$ cat src/hdl/snapshot_frame_checker_core_defines.svh
// ----------------------------------------------------------------------------
// snapshot frame checker assertion macros
// concurrent check helpers, clocked on clk and disabled while rst_n is low
// ----------------------------------------------------------------------------
`ifndef SNAPSHOT_FRAME_CHECKER_CORE_DEFINES_SVH
`define SNAPSHOT_FRAME_CHECKER_CORE_DEFINES_SVH

`ifndef SYNTHESIS

// property must hold at every clock edge out of reset
`define SFC_ASSERT(lbl, prop, msg) \
    lbl: assert property (@(posedge clk) disable iff (!rst_n) prop) else $error(msg);

// condition must never be seen at a clock edge out of reset
`define SFC_ASSERT_NEVER(lbl, cond, msg) \
    lbl: assert property (@(posedge clk) disable iff (!rst_n) !(cond)) else $error(msg);

`else

`define SFC_ASSERT(lbl, prop, msg)
`define SFC_ASSERT_NEVER(lbl, cond, msg)

`endif

`endif

$ cat src/hdl/snap_chk_pkg.sv
// ----------------------------------------------------------------------------
// snapshot frame checker package
// verdict codes, header layout, fnv-1a 64 constants and hash step
// ----------------------------------------------------------------------------
`timescale 1ns / 1ps

package snap_chk_pkg;

    localparam int unsigned HDR_BYTES = 16;
    localparam int unsigned HDR_CNT_W = 5;

    localparam logic [63:0] FNV_BASIS = 64'hcbf2_9ce4_8422_2325;

    // verdict codes, in check order after ok
    typedef enum logic [2:0] {
        ST_OK       = 3'd0,
        ST_SMALL    = 3'd1,
        ST_MAGIC    = 3'd2,
        ST_VERSION  = 3'd3,
        ST_CHECKSUM = 3'd4
    } status_t;

    // configuration register indexes
    typedef enum logic [0:0] {
        CFG_MAGIC   = 1'b0,
        CFG_VERSION = 1'b1
    } cfg_reg_t;

    typedef struct packed {
        logic [31:0] version;
        logic [63:0] hash;
        status_t     status;
    } verdict_t;

    // one fnv-1a 64 step: xor the byte in, multiply by 2^40 + 0x1b3 mod 2^64
    // 0x1b3 has bits 0, 1, 4, 5, 7 and 8 set, so the product is a sum of shifts
    function automatic logic [63:0] fnv_step(input logic [63:0] h, input logic [7:0] b);
        logic [63:0] x;
        x = h ^ {56'd0, b};
        return x + (x << 1) + (x << 4) + (x << 5) + (x << 7) + (x << 8) + (x << 40);
    endfunction

endpackage

$ cat src/hdl/snap_chk_frame.sv
// ----------------------------------------------------------------------------
// snapshot frame checker frame state
// header capture, payload hash and verdict for the item being processed
// ----------------------------------------------------------------------------
`timescale 1ns / 1ps
`include "snapshot_frame_checker_core_defines.svh"

module snap_chk_frame
    import snap_chk_pkg::*;
(
    input  logic        clk,
    input  logic        rst_n,
    input  logic        step,
    input  logic [7:0]  data_byte,
    input  logic        last_byte,
    input  logic [31:0] magic_word,
    input  logic [31:0] expected_version,
    output verdict_t    verdict
);

    logic [HDR_CNT_W-1:0] hdr_cnt_reg, hdr_cnt_next;
    logic [31:0]          magic_reg, magic_next;
    logic [31:0]          version_reg, version_next;
    logic [63:0]          csum_reg, csum_next;
    logic [63:0]          hash_reg, hash_next;
    logic                 hdr_done;

    assign hdr_done = hdr_cnt_reg[HDR_CNT_W-1];

    // state after this byte
    always_comb
    begin
        magic_next   = magic_reg;
        version_next = version_reg;
        csum_next    = csum_reg;
        hash_next    = hash_reg;
        hdr_cnt_next = hdr_cnt_reg;
        if (hdr_done)
        begin
            hash_next = fnv_step(hash_reg, data_byte);
        end
        else
        begin
            hdr_cnt_next = hdr_cnt_reg + HDR_CNT_W'(1);
            unique case (hdr_cnt_reg[3:2])
                2'd0:    magic_next[8*hdr_cnt_reg[1:0] +: 8]   = data_byte;
                2'd1:    version_next[8*hdr_cnt_reg[1:0] +: 8] = data_byte;
                default: csum_next[8*hdr_cnt_reg[2:0] +: 8]    = data_byte;
            endcase
        end
    end

    // verdict on the updated state
    always_comb
    begin
        verdict.hash    = hash_next;
        verdict.version = version_next;
        priority if (!hdr_cnt_next[HDR_CNT_W-1])
        begin
            verdict.status  = ST_SMALL;
            verdict.version = '0;
        end
        else if (magic_next != magic_word)
            verdict.status = ST_MAGIC;
        else if (version_next != expected_version)
            verdict.status = ST_VERSION;
        else if (hash_next != csum_next)
            verdict.status = ST_CHECKSUM;
        else
            verdict.status = ST_OK;
    end

    always_ff @(posedge clk or negedge rst_n)
    begin
        if (!rst_n)
        begin
            hdr_cnt_reg <= '0;
            magic_reg   <= '0;
            version_reg <= '0;
            csum_reg    <= '0;
            hash_reg    <= FNV_BASIS;
        end
        else if (step)
        begin
            if (last_byte)
            begin
                hdr_cnt_reg <= '0;
                magic_reg   <= '0;
                version_reg <= '0;
                csum_reg    <= '0;
                hash_reg    <= FNV_BASIS;
            end
            else
            begin
                hdr_cnt_reg <= hdr_cnt_next;
                magic_reg   <= magic_next;
                version_reg <= version_next;
                csum_reg    <= csum_next;
                hash_reg    <= hash_next;
            end
        end
    end

    `SFC_ASSERT_NEVER(a_hdr_cnt_range, hdr_cnt_reg > HDR_CNT_W'(HDR_BYTES), "header count overran")
    `SFC_ASSERT(a_hash_idle_in_hdr, !hdr_done |-> hash_reg == FNV_BASIS, "hash moved during header")
    `SFC_ASSERT(a_clear_after_last, step && last_byte |=> hdr_cnt_reg == '0 && hash_reg == FNV_BASIS, "frame state not cleared")

endmodule

$ cat src/hdl/snapshot_frame_checker_core.sv
// ----------------------------------------------------------------------------
// snapshot frame checker core
// validates a byte-serial frame: 16-byte header, fnv-1a 64 over the payload
// ----------------------------------------------------------------------------
// The block takes one frame byte per item on the slave stream, tlast marking
// the final byte. Bytes 0..3 are the magic word, 4..7 the version and 8..15
// the checksum, all little-endian; every later byte is folded into an
// fnv-1a 64 hash. On the last byte one verdict item leaves on the master
// stream: ok, too small, bad magic, bad version or checksum mismatch, tested
// in that order, along with the payload hash and the header version (zero
// when the frame is too small). The frame state then clears for the next
// frame. Throughput is one byte per cycle unless the slave side stalls;
// the combinational hash step is xor plus a shift-and-add multiply by the
// fnv prime. The verdict register loads as the held last byte moves on.
// The slave side only stalls when a held last byte sits behind a waiting
// verdict and the master side holds tready low. Configuration writes are
// always accepted and must only happen while no frame is in flight.
// ----------------------------------------------------------------------------
`timescale 1ns / 1ps
`include "snapshot_frame_checker_core_defines.svh"

module snapshot_frame_checker_core
    import snap_chk_pkg::*;
(
    input  logic         clk,
    input  logic         rst_n,
    // configuration write channel
    input  logic         cfg_valid,
    output logic         cfg_ready,
    input  logic [0:0]   cfg_index,  // 0 magic_word, 1 expected_version
    input  logic [31:0]  cfg_data,
    // frame bytes in
    input  logic         s_tvalid,
    output logic         s_tready,
    input  logic [7:0]   s_tdata,    // [7:0] data_byte
    input  logic         s_tlast,    // last_byte
    // verdict out
    output logic         m_tvalid,
    input  logic         m_tready,
    output logic [103:0] m_tdata     // [2:0] status, [66:3] computed_hash,
                                     // [98:67] frame_version, rest zero
);

    // configuration registers
    logic [31:0] magic_word_reg;
    logic [31:0] exp_version_reg;

    // input stage
    logic        in_valid_reg;
    logic [7:0]  in_byte_reg;
    logic        in_last_reg;

    // result stage
    logic        out_valid_reg;
    verdict_t    out_reg;

    logic        advance;
    logic        load;
    verdict_t    verdict;

    assign cfg_ready = 1'b1;

    always_ff @(posedge clk or negedge rst_n)
    begin
        if (!rst_n)
        begin
            magic_word_reg  <= '0;
            exp_version_reg <= '0;
        end
        else if (cfg_valid)
        begin
            unique case (cfg_reg_t'(cfg_index))
                CFG_MAGIC:   magic_word_reg  <= cfg_data;
                CFG_VERSION: exp_version_reg <= cfg_data;
            endcase
        end
    end

    // the held item moves on unless it is a last byte and the verdict
    // register is full and not being drained this cycle
    assign advance  = in_valid_reg && (!in_last_reg || !out_valid_reg || m_tready);
    assign load     = advance && in_last_reg;
    assign s_tready = !in_valid_reg || advance;

    always_ff @(posedge clk or negedge rst_n)
    begin
        if (!rst_n)
            in_valid_reg <= 1'b0;
        else if (s_tvalid && s_tready)
            in_valid_reg <= 1'b1;
        else if (advance)
            in_valid_reg <= 1'b0;
    end

    always_ff @(posedge clk)
    begin
        if (s_tvalid && s_tready)
        begin
            in_byte_reg <= s_tdata;
            in_last_reg <= s_tlast;
        end
    end

    // header capture, payload hash and verdict
    snap_chk_frame u_frame (
        .clk              (clk),
        .rst_n            (rst_n),
        .step             (advance),
        .data_byte        (in_byte_reg),
        .last_byte        (in_last_reg),
        .magic_word       (magic_word_reg),
        .expected_version (exp_version_reg),
        .verdict          (verdict)
    );

    always_ff @(posedge clk or negedge rst_n)
    begin
        if (!rst_n)
            out_valid_reg <= 1'b0;
        else if (load)
            out_valid_reg <= 1'b1;
        else if (m_tready)
            out_valid_reg <= 1'b0;
    end

    always_ff @(posedge clk)
    begin
        if (load)
            out_reg <= verdict;
    end

    assign m_tvalid = out_valid_reg;
    assign m_tdata  = {5'd0, out_reg.version, out_reg.hash, out_reg.status};

    `SFC_ASSERT(a_load_sets_valid, load |=> out_valid_reg, "verdict lost on load")
    `SFC_ASSERT(a_stall_cause,
        in_valid_reg && !advance |-> in_last_reg && out_valid_reg && !m_tready,
        "input stalled without a full verdict register")
    `SFC_ASSERT(a_small_fields,
        out_valid_reg && out_reg.status == ST_SMALL |->
            out_reg.version == '0 && out_reg.hash == FNV_BASIS,
        "short frame verdict carries payload fields")

endmodule

$ cat config.mk
export PLATFORM = sky130hd
export DESIGN_NAME = snapshot_frame_checker_core
export DESIGN_NICKNAME = d
export VERILOG_FILES = /design/src/hdl/snap_chk_pkg.sv /design/src/hdl/snap_chk_frame.sv /design/src/hdl/snapshot_frame_checker_core.sv
export VERILOG_INCLUDE_DIRS = /design/src /design/src/hdl
export SDC_FILE = /design/constraint.sdc
export NUM_CORES = 1
export LEC_CHECK = 0
export BUFFER_PORTS_ARGS = -buffer_cell sky130_fd_sc_hd__buf_2
export CAP_MARGIN = 20
export CORE_ASPECT_RATIO = 2
export CORE_MARGIN = 4
export CORE_UTILIZATION = 57
export CTS_CLUSTER_SIZE = 30
export DETAILED_ROUTE_END_ITERATION = 7
export PLACE_DENSITY = 0.78
export RECOVER_POWER = 100
export SYNTH_ARGS = -nofsm -noshare
export SYNTH_HDL_FRONTEND = slang
export SYNTH_SLANG_ARGS = --single-unit
$ cat constraint.sdc
create_clock -name clk -period 6.8 [get_ports clk]
set_clock_uncertainty 0.2 [all_clocks]
set_input_delay 0.68 -clock clk [delete_from_list [all_inputs] [get_ports clk]]
set_output_delay 0.68 -clock clk [all_outputs]
set_load 0.01 [all_outputs]
## Word level (Yosys, flattened, before mapping)

Cells that the tools add are included.

- Word-level logic and storage cells: 77
- Bits in registers: 371
- Output and inout bits: 107
- Input port bits: 47

- Eq/ne operators: 5
- Multiplexer cells: 23
- Shifts and indexed selects: 4
- Bitwise operators: 3
- Add/sub/neg operators: 9
- Reductions and logical operators: 17

Operators with widths:

| cell | count |
|---|---|
| $add 64x64->64 | 6 |
| $mux 64 | 5 |
| $mux 32 | 6 |
| $bwmux 32 | 2 |
| $bwmux 64 | 1 |
| $ne 32x32->1 | 2 |
| $ne 64x64->1 | 1 |
| $shift 8x34->64 const A | 1 |
| $shiftx 8x34->64 | 1 |
| $xor 64x8->64 | 1 |
| $neg 5->34 | 1 |
| $neg 6->34 | 1 |
| $shift 8x34->32 const A | 1 |
| $shiftx 8x34->32 | 1 |
| $mux 5 | 2 |
| $reduce_and 2->1 | 3 |
| $add 5x1->5 const B | 1 |
| $mux 1 | 4 |
| $mux 2 | 2 |
| $reduce_bool 2->1 | 2 |
| $logic_and 1x1->1 | 3 |
| $logic_not 1->1 | 3 |
| $logic_or 1x1->1 | 3 |
| $mux 3 | 1 |
| other kinds (6) | 7 |

## Depth between registers and ports, before layout

- Word-level depth: 12
- Mapped depth: 24
- Depth with buffers taken out: 22

## Cells and area by module

A second synthesis with hierarchy kept.

- Cell total of the unflattened synthesis: 2893
- Area total of the unflattened synthesis: 28897.7 µm²

Modules (own cells, without submodules):

| module | instances | cells each | sequential area each (µm²) | area an instance (µm²) |
|---|---|---|---|---|
| snap_chk_frame | 1 | 2630 | 4964.8 | 23077.1 |
| snapshot_frame_checker_core | 1 | 263 | 4894.7 | 5820.6 |

## Worst setup path before layout

Ideal clock, no wire load.

- Path type: reg-to-reg
- From: register in_byte_reg[4]
- To: register out_reg, in the netlist m_tdata[2] (data pin)
- Stages on the path, launching flop included: 23
- Library setup time: 280 ps
- Data required time: 6320 ps
- Period minus slack after synthesis: 6845 ps
- Path slack: -45 ps
- Path buffers: 2
- Arrival time: 6365 ps
- Cells stage by stage: edfxtp_1 -> clkbuf_1 -> xor2_1 -> fa_1 -> fa_1 -> inv_1 -> fa_1 -> fa_1 -> inv_1 -> ha_1 -> clkbuf_1 -> and3_1 -> a221o_1 -> a31o_2 -> and3_1 -> nor3_1 -> xnor2_1 -> mux2_2 -> xnor2_1 -> or4_1 -> nor4_1 -> and4_1 -> a311oi_1

- Cells in the longest elaborated chain, start to end: 10
- Elaborated cells on any way between the ends: 24
- Those cells by class: add/sub (6); eq/ne (3); shift (2); mux (11); bitwise (1); reduce/logical (1)

RTL lines:

| item | RTL line | RTL |
|---|---|---|
| start: declaration | snapshot_frame_checker_core.sv:50 | `logic [7:0] in_byte_reg;` |
| start signal: assignment | snapshot_frame_checker_core.sv:99 | `in_byte_reg <= s_tdata;` |
| $xor 64x8->64 (*) | snap_chk_pkg.sv:39 | `x = h ^ {56'd0, b};` |
| $add 64x64->64 (5 in series) | snap_chk_pkg.sv:40 | `return x + (x << 1) + (x << 4) + (x << 5) + (x << 7) + (x << 8) + (x << 40);` |
| $add 64x64->64 (*) | snap_chk_pkg.sv:40 |  |
| $mux 64 (*) | snap_chk_frame.sv:38 | `if (hdr_done)` |
| net u_frame.hash_next[53] | snap_chk_frame.sv:25 | `logic [63:0] hash_reg, hash_next;` |
| $ne 64x64->1 (*) | snap_chk_frame.sv:67 | `else if (hash_next != csum_next)` |
| $mux 3 (*) | snap_chk_frame.sv:67 |  |
| end signal: assignment | snapshot_frame_checker_core.sv:129 | `out_reg <= verdict;` |
| end: declaration | snapshot_frame_checker_core.sv:55 | `verdict_t out_reg;` |

The timed path passes the listed nets; every way through them passes the cells marked *.
A chain may end at the register's enable or synchronous reset.

## Worst setup path in the final report

- From: register u_frame.hash_reg[26]
- To: register out_reg, in the netlist m_tdata[2] (data pin)

- Cells in the longest elaborated chain, start to end: 10

RTL lines:

| item | RTL line | RTL |
|---|---|---|
| start: declaration | snap_chk_frame.sv:25 |  |
| start signal: assignment | snap_chk_frame.sv:99 | `hash_reg <= hash_next;` |
| $xor 64x8->64 (*) | snap_chk_pkg.sv:39 |  |
| $add 64x64->64 (4 in series) | snap_chk_pkg.sv:40 |  |
| $add 64x64->64 (*) (2 in series) | snap_chk_pkg.sv:40 |  |
| $mux 64 (*) | snap_chk_frame.sv:38 |  |
| net u_frame.hash_next[37] | snap_chk_frame.sv:25 |  |
| $ne 64x64->1 (*) | snap_chk_frame.sv:67 |  |
| $mux 3 (*) | snap_chk_frame.sv:67 |  |

Marks and branches as above.

==> flow_summary.json <==
{
  "remaining_drc_errors": 0,
  "crit_path_max_incr_delay_ps": 550,
  "grt.overflow.total": 0,
  "dieHeight_um": 326,
  "avgRoutedWirePerCell_um": 25.4,
  "finalNetCount": 3738,
  "fmax_ghz": 0.146,
  "crit_path_top_delay_cell": "dfstp_2",
  "worstPathArrival_ps": 6950,
  "start_util_pct": 57.6,
  "crit_path_max_fanout": 6,
  "synthCells": 2880,
  "maxSlewViolCount": 222,
  "syn2layout_area_growth_pct": 20.0,
  "first_global_vias": 26400,
  "path_cells": "clkinvlp_4 -> buf_4 -> fa_1 -> inv_1 -> fa_1 -> inv_1 -> fa_1 -> inv_1 -> ha_1 -> ha_1 -> buf_4 -> nand4_1 -> o211ai_1 -> a221oi_1 -> a31oi_1 -> buf_4 -> xnor2_1 -> a21oi_2 -> xor2_1 -> o211a_1 -> nand4_1 -> or4_4 -> nor4_2 -> a311oi_1",
  "peakVddDrop_uv": 263,
  "hpwlAfterDp_um": 79900,
  "vias": 24600,
  "tritoncts": "yes",
  "placed_area_mm2": 0.0328,
  "die_area_mm2": 0.0543,
  "dpl.cell_count": 3930,
  "hold_end": "in_last_reg$_DFFE_PP_",
  "cap_violations": 5,
  "ant_nets": 0,
  "grt_antenna_before_repair": 3,
  "via_per_inst": 6.12,
  "power.leakage_nw": 15.4,
  "final_cells": 4015,
  "core_mm2": 0.0499,
  "worstHoldStart": "s_tlast",
  "critical-path-top-delay-family": "adder cells",
  "power_density_mw_per_mm2": 238,
  "synth-seq-cells": 371,
  "syn-cell-area_mm2": 0.0287,
  "globalplace.congestion": 1.08,
  "root_buffer": "clkbuf_16",
  "routed_wl_um": 102000,
  "status": "complete, but fails checks",
  "die_w_um": 167,
  "cts_buffers": 35,
  "finalCritPeriodShare_pct": 101,
  "yosys_warnings": 0,
  "clk_latency_ps": 580,
  "cts_sinks": 371,
  "crit_buf_inv": 7,
  "largest_reg_flops": 99,
  "num_rows": 116,
  "path_clk_slew_ps": 70,
  "grt_max_degree": 179,
  "finalSetupViolCount": 1,
  "violations": "max-capacitance violations, max-slew violations, negative setup slack",
  "worst_slew_pin_slew_ps": 5430,
  "synth_cell_types": 89,
  "fin_tns_setup_ps": -60.5,
  "drive_above_1_share_pct": 20.5,
  "grt_use_total_pct": 37.3,
  "io_buffers": 147,
  "r2r-end": "m_tdata[2]$_SDFFCE_PP0P_",
  "hold_path_class": "in2reg",
  "final.setup.worst_slack_ps": -60.5,
  "rr_worst_depth": 24,
  "htree_levels": 2,
  "io_pins": 154,
  "hold-path-cell-count": 1,
  "critPathCaptureType": "register",
  "synth_flop_cell": "dfrtp_1",
  "firstDrtPassIters": 8,
  "worst-r2r-setup-slack_ps": -60,
  "layout_common_cells": "inv_1 (422), buf_4 (380), fa_1 (239)",
  "report.final.hold_viol_count": 0,
  "slew_headroom_pct": -262,
  "syn_avg_cell_area_um2": 9.98,
  "rsz0062_at_grt": "true",
  "cts_buffer_depth": 3,
  "drt_iter0_markers": 2199,
  "holdWs_ps": 78.0,
  "async_reset_ff_share_pct": 70.9,
  "r2r_start": "u_frame.hash_reg[26]$_DFFE_PN1P_",
  "worstPathRequired_ps": 6890,
  "final_area_mm2": 0.0345,
  "cp-start-kind": "register",
  "grt_pass1_wl_um": 154000,
  "synth_edf_count": 108,
  "final_common_cell": "inv_1",
  "period_needed_ps": 6860,
  "critPathKind": "reg2reg",
  "seq_area_frac_synth_pct": 34.3
}
[synth_stat cells (34+ instances only)]
cell type,number,share of area (%)
inv_1,425,5.6
fa_1,240,17
dfrtp_1,235,20
nand2_1,230,3.0
xnor2_1,153,4.7
o21ai_0,152,2.6
nor2_1,148,1.9
a21oi_1,137,2.4
ha_1,113,4.9
edfxtp_1,108,11
mux2i_1,102,3.6
clkbuf_1,90,1.2
mux2_2,71,2.8
a22o_1,60,1.8
xor2_1,46,1.4
nor3_1,36,0.63
and3_1,35,0.76
nand4_1,34,0.74
[final cells by class]
class	instances	area, um2
Inverter	426	1610
Clock inverter	16	201
Clock buffer	48	997
Tap cell	649	812
Antenna cell	1	2.50
Sequential cell	371	9860
Multi-Input combinational cell	1959	17300
Fill cell	3869	15400
Timing Repair Buffer	545	3720
[per-stage QoR]
stage               utilization [%]  worst slack, ps  total power, W
global route                   69.1             -239         0.00859
detailed placement             65.7             -462         0.00585
finish                         69.1            -60.5         0.00820
floorplan                         -             80.1         0.00456
CTS                            68.7             5.22         0.00803
global placement               65.6             -423         0.00577
[layer usage]
layer / vias up / global-route usage (%) / wire (um)
met2: 1342 / 65.2 / 51100
met3: 536 / 5.09 / 6120
met1: 12000 / 38.1 / 32100
met4: 2 / 34.4 / 12700
met5: - / 0 / 12
li1: 10700 / - / -
[worst max path at each step]
stage / slack [ps] / startpoint / endpoint / cells after the start
3_3_place_gp: -420 / in_byte_reg[6]$_DFFE_PP_ / m_tdata[2]$_SDFFCE_PP0P_ / 25
4_1_cts: 5 / u_frame.hash_reg[26]$_DFFE_PN1P_ / m_tdata[2]$_SDFFCE_PP0P_ / 24
5_1_grt: -240 / in_byte_reg[1]$_DFFE_PP_ / m_tdata[2]$_SDFFCE_PP0P_ / 23
3_5_place_dp: -460 / u_frame.hash_reg[6]$_DFFE_PN0P_ / m_tdata[2]$_SDFFCE_PP0P_ / 25
6_report: -60 / u_frame.hash_reg[26]$_DFFE_PN1P_ / m_tdata[2]$_SDFFCE_PP0P_ / 24
2_1_floorplan: 80 / in_byte_reg[3]$_DFFE_PP_ / m_tdata[2]$_SDFFCE_PP0P_ / 23
[report_power, final]
group          total (W)  switching (W)  internal (W)
Combinational    0.00361        0.00205       0.00156
Clock            0.00211       0.000950       0.00116
Sequential       0.00248      0.0000794       0.00240
Total            0.00820        0.00308       0.00512
[logic make-up (layout without fill, tap and decap cells)]
group / Yosys count / count (layout) / synth area share, %
and+or+nand+nor: 641 / 641 / 10.6
AOI/OAI and AO/OA: 581 / 581 / 13.4
buffers and inverters: 554 / 1035 / 7.37
DFF: 371 / 371 / 34.3
adders and majority gates: 356 / 356 / 21.7
xor gates and xnor gates: 199 / 199 / 6.06
muxes: 176 / 176 / 6.57
other: 2 / 7 / 0.0261
[timing repair]
| action | 4_1_cts | 5_1_grt |
|---|---|---|
| pin swaps | 9 | 16 |
| setup endpoints to repair | 1 | 2 |
| hold buffers | 1 | 0 |
| hold endpoints to repair | 56 | 0 |
| buffers inserted | 6 | 12 |
| gates resized for setup | 47 | 43 |
Note: power is estimated with default switching activity, not from simulation.
